==> config.mk <==
export PLATFORM = sky130hd
export DESIGN_NAME = msc_ctrl
export DESIGN_NICKNAME = d
export VERILOG_FILES = /design/src/hw/rtl/msc_pkg.sv /design/src/hw/rtl/msc_ctrl.sv
export SDC_FILE = /design/constraint.sdc
export NUM_CORES = 1
export LEC_CHECK = 0
export ABC_AREA = 1
export BUFFER_PORTS_ARGS = -buffer_cell sky130_fd_sc_hd__buf_2
export CORE_AREA = 2 2 39 41
export CTS_CLUSTER_DIAMETER = 40
export CTS_CLUSTER_SIZE = 24
export DETAILED_ROUTE_END_ITERATION = 10
export DIE_AREA = 0 0 41 43
export PLACE_DENSITY = 0.45
export SLEW_MARGIN = 10
export SYNTH_ARGS = -nofsm -noshare
export SYNTH_HDL_FRONTEND = slang
export SYNTH_SLANG_ARGS = --single-unit
==> constraint.sdc <==
create_clock -name clk -period 1.05 [get_ports clk]
set_clock_uncertainty 0.15 [all_clocks]
set_input_delay 0.21 -clock clk [delete_from_list [all_inputs] [get_ports clk]]
set_output_delay 0.21 -clock clk [all_outputs]
set_load 0.02 [all_outputs]
==> src/hw/rtl/msc_pkg.sv <==
// Shared types and constants for the minimum set cover table unit.
// Used by msc_ctrl, msc_dp and min_set_cover_dp_unit. No dependencies.
package msc_pkg;

  // Default sizing of the cover table
  localparam int MAX_SKILLS_DEF = 16;
  localparam int MAX_PEOPLE_DEF = 64;

  // Port field widths
  localparam int SKILL_W   = 16;   // skill_mask
  localparam int TEAM_W    = 64;   // team_mask
  localparam int SIZE_W    = 7;    // team_size, stored entry size
  localparam int S_TDATA_W = 16;   // skill_mask, byte aligned
  localparam int M_TDATA_W = 72;   // team_mask, team_size, zero fill

  // Configuration port
  localparam int CFG_IDX_W  = 1;
  localparam int CFG_DATA_W = 7;
  localparam int NSK_W      = 5;   // num_skills register
  localparam int NPE_W      = 7;   // num_people register

  localparam logic [CFG_IDX_W-1:0] REG_NUM_SKILLS = 1'd0;
  localparam logic [CFG_IDX_W-1:0] REG_NUM_PEOPLE = 1'd1;

  localparam logic [NSK_W-1:0] NSK_RST = 5'd16;
  localparam logic [NPE_W-1:0] NPE_RST = 7'd64;

  // Controller states
  typedef enum logic [2:0] {
    ST_IDLE,
    ST_SWEEP,
    ST_DRAIN,
    ST_RD,
    ST_WAIT_OUT
  } state_t;

  // Controller to datapath
  typedef struct packed {
    logic load;      // accept the input item
    logic sweep_en;  // issue one table read-modify-write
    logic out_load;  // capture the target entry into the output register
  } ctrl_cmd_t;

  // Datapath to controller
  typedef struct packed {
    logic sweep_last;   // sweep counter at entry zero
    logic item_active;  // next person still counts toward the problem
    logic item_last;    // held item carried the last flag
    logic out_free;     // output register can take a result
  } dp_stat_t;

endpackage

==> src/hw/rtl/msc_ctrl.sv <==
// Sequencer for the set cover unit: accept, table sweep, drain, result read.
// Depends on msc_pkg.
module msc_ctrl import msc_pkg::*; (
  input  logic      clk,
  input  logic      rst,
  input  logic      s_tvalid,
  input  logic      s_tlast,
  output logic      s_tready,
  input  dp_stat_t  stat,
  output ctrl_cmd_t cmd
);

  state_t state, state_next;

  // State register
  always_ff @(posedge clk) begin
    if (rst) begin
      state <= ST_IDLE;
    end else begin
      state <= state_next;
    end
  end

  // Next state
  always_comb begin
    state_next = state;
    case (state)
      ST_IDLE: begin
        if (s_tvalid) begin
          if (stat.item_active) begin
            state_next = ST_SWEEP;
          end else if (s_tlast) begin
            state_next = ST_RD;
          end
        end
      end
      ST_SWEEP: begin
        if (stat.sweep_last) begin
          state_next = ST_DRAIN;
        end
      end
      ST_DRAIN: begin
        state_next = stat.item_last ? ST_RD : ST_IDLE;
      end
      ST_RD: begin
        state_next = ST_WAIT_OUT;
      end
      ST_WAIT_OUT: begin
        if (stat.out_free) begin
          state_next = ST_IDLE;
        end
      end
      default: begin
        state_next = ST_IDLE;
      end
    endcase
  end

  // Outputs
  always_comb begin
    s_tready     = 1'b0;
    cmd.load     = 1'b0;
    cmd.sweep_en = 1'b0;
    cmd.out_load = 1'b0;
    case (state)
      ST_IDLE: begin
        s_tready = 1'b1;
        cmd.load = s_tvalid;
      end
      ST_SWEEP: begin
        cmd.sweep_en = 1'b1;
      end
      ST_WAIT_OUT: begin
        cmd.out_load = stat.out_free;
      end
      default: begin
        s_tready = 1'b0;
      end
    endcase
  end

endmodule

==> results.yml <==
route:
  routed_wl_um: 617
  drt_iter0_drc: 6
  antenna_left: 0
  vias_per_cell: 3.91
  wire_per_inst_um: 8.01
  first_pass_iters: 4
  vias: 301
  drt_drc_violations_left: 0
placement:
  placed_cell_area_um2: 368
  io_buffers: 11
  hpwl_um: 463
  gp_congestion: 0.732
timing:
  slew-limit-headroom_pct: 88.0
  fin_setup_tns_ns: -1.57
  max_freq_mhz: 724
  drv_slew: 0
  setup_ws_ns: -0.331
  worst_pin_slew_ns: 0.179
  hold_viol: 0
  rsz0062_at_grt: "true"
  period_share_pct: 132
  hold_ws_ns: 0.259
  post-route-min-period_ns: 1.38
  setup_viol: 7
logic_synthesis:
  syn-num-nets: 46
  synth_top_family_by_area: "simple AND/OR/NAND/NOR gates"
  synth_cell_type_count: 14
  synth-simple-area-share_pct: 38.2
  synthCells: 38
  ys_seq_area_share_pct: 27.7
  synth_xor_area_share_pct: 0
  synthAdderAreaFrac_pct: 0
  synth_area_um2: 216
  avgSynthCellArea_um2: 5.70
  ys_seq_elements: 3
  synth-compound-area-share_pct: 15.0
  synth_mux_area_share_pct: 0
  ys_warn_count: 0
setup_path:
  crit_path_start: "state[1]$_SDFFE_PP0P_"
  worstPathArrival_ns: 1.02
  r2r-start: "state[1]$_SDFFE_PP0P_"
  path_cells: "nor4_4, buf_4"
  start_kind: "flip-flop"
  end_kind: "primary output"
  worstSetupPathType: "reg -> out"
  critPathMaxStageDelay_ns: 0.36
  cp_max_fo: 4
  required_ns: 0.69
  slowest_stage: "dfxtp_4"
finish:
  top_register: "state"
  fillers: 150
  final_cell_mix: "inv_1, buf_2, buf_4"
  biggestRegsByFlops: "state: 3 flops"
  fin_area_um2: 473
  drive_above_1_share_pct: 57.4
  syn_to_final_growth_pct: 118
  diodes: 0
  largest_reg_flops: 3
  nets: 70
global_route:
  track_usage_pct: 9.10
  grt_pass1_wl_um: 1050
  antenna_found_initial: 0
  grt_max_degree: 6
  grt_pass1_vias: 267
  grt.overflow.total: 0
flow_run:
  drv_cap: 0
cts:
  htreeDepth: 1
  root_buffer: "clkbuf_4"
  clock_path_buffers: 2
  cts_tree: "built"
  clk_latency_ns: 0.23
  clk_pin_slew_ns: 0.04
  clock_sink_count: 3
  cts_made_buffers: 3
pwr:
  ir_drop_mv: 0.996
  p_total_uw: 1390
  p_leak_uw: 0.000228
  power_density_nw_per_um2: 2940
floorplan:
  start_util_pct: 15.6
  die_area_um2: 1760
  core_um2: 1380
  ioPinCount: 12
  rows: 14
  dieWidth_um: 41
  die_h_um: 43
run_status:
  status: "complete, but fails checks"
  violations: "setup timing"
hold_path:
  hold_class: "in -> reg"
  min-delay-start: "stat[1]"
-- through the flow --
| stage | worst slack, ns | utilization [%] | std cells |
|---|---|---|---|
| final | -0.331 | 34.2 | 77 |
| after global routing | -0.392 | 34.2 | 77 |
| after CTS | -0.335 | 33.6 | 77 |
| after detailed placement | -0.131 | 26.6 | 69 |
| after global placement | -0.164 | 26.6 | 69 |
| after floorplan | -0.0513 | - | 38 |
-- report_power, final --
part / switching, uW / leakage [uW] / internal (uW)
registers: 88.2 / 0.0000264 / 180
clock network: 59.1 / 0.0000150 / 142
logic: 467 / 0.000186 / 454
-- layout make-up --
cell class / count / area (um^2) / share of cell area, %
clock buffer: 4 / 26.3 / 5.56
inverter: 11 / 46.3 / 9.79
multi-input combinational: 24 / 169 / 35.7
sequential: 3 / 68.8 / 14.6
tap: 16 / 20.0 / 4.23
timing repair buffer: 19 / 143 / 30.2
-- Yosys cell counts, drive strengths merged --
cell	n	area, um^2
a21oi	2	10.0
dfxtp	3	60.1
inv	11	41.3
nand2	4	17.5
nand3	4	20.0
nand4	1	6.26
nor2	8	32.5
nor4	1	6.26
o211ai	1	7.51
o21ai	3	15.0
-- metal layers --
layer	vias to the layer above	track usage [%]	part of all wire (%)
met4	0	4.00	0
met5	-	0	0
met1	127	11.7	43
met3	0	6.81	9.1
met2	8	10.9	48
li1	166	-	-
-- worst paths after layout --
kind / end / slack (ns) / depth (start not counted)
setup / recovery: cmd[0] / -0.33 / 2
hold / removal: state[0]$_SDFFE_PP0P_ / 0.26 / 5
hold reg to reg: state[2]$_SDFFE_PP0P_ / 0.49 / 3
setup reg to reg: state[0]$_SDFFE_PP0P_ / -0.18 / 7
-- worst max-delay path: cells and delay by family (launching register included) --
family	cells	cell delay, ns
buffers and inverters	1	0.18
flip-flops	1	0.36
AND/OR/NAND/NOR	1	0.26
-- cell families after synthesis --
group | Yosys count
simple gates | 18
compound gates | 6
buf+inv | 11
flops | 3
-- what timing repair did --
| item | 4_1_cts | 5_1_grt |
|---|---|---|
| hold buffers | 1 | 0 |
| endpoints found under the hold margin | 1 | 0 |
| endpoints found under the setup margin | 7 | 7 |
| resized for setup | 14 | 1 |
| setup buffers | 3 | 0 |
| pin swaps | 3 | 0 |
No activity file was read; power rests on OpenSTA's default activity.
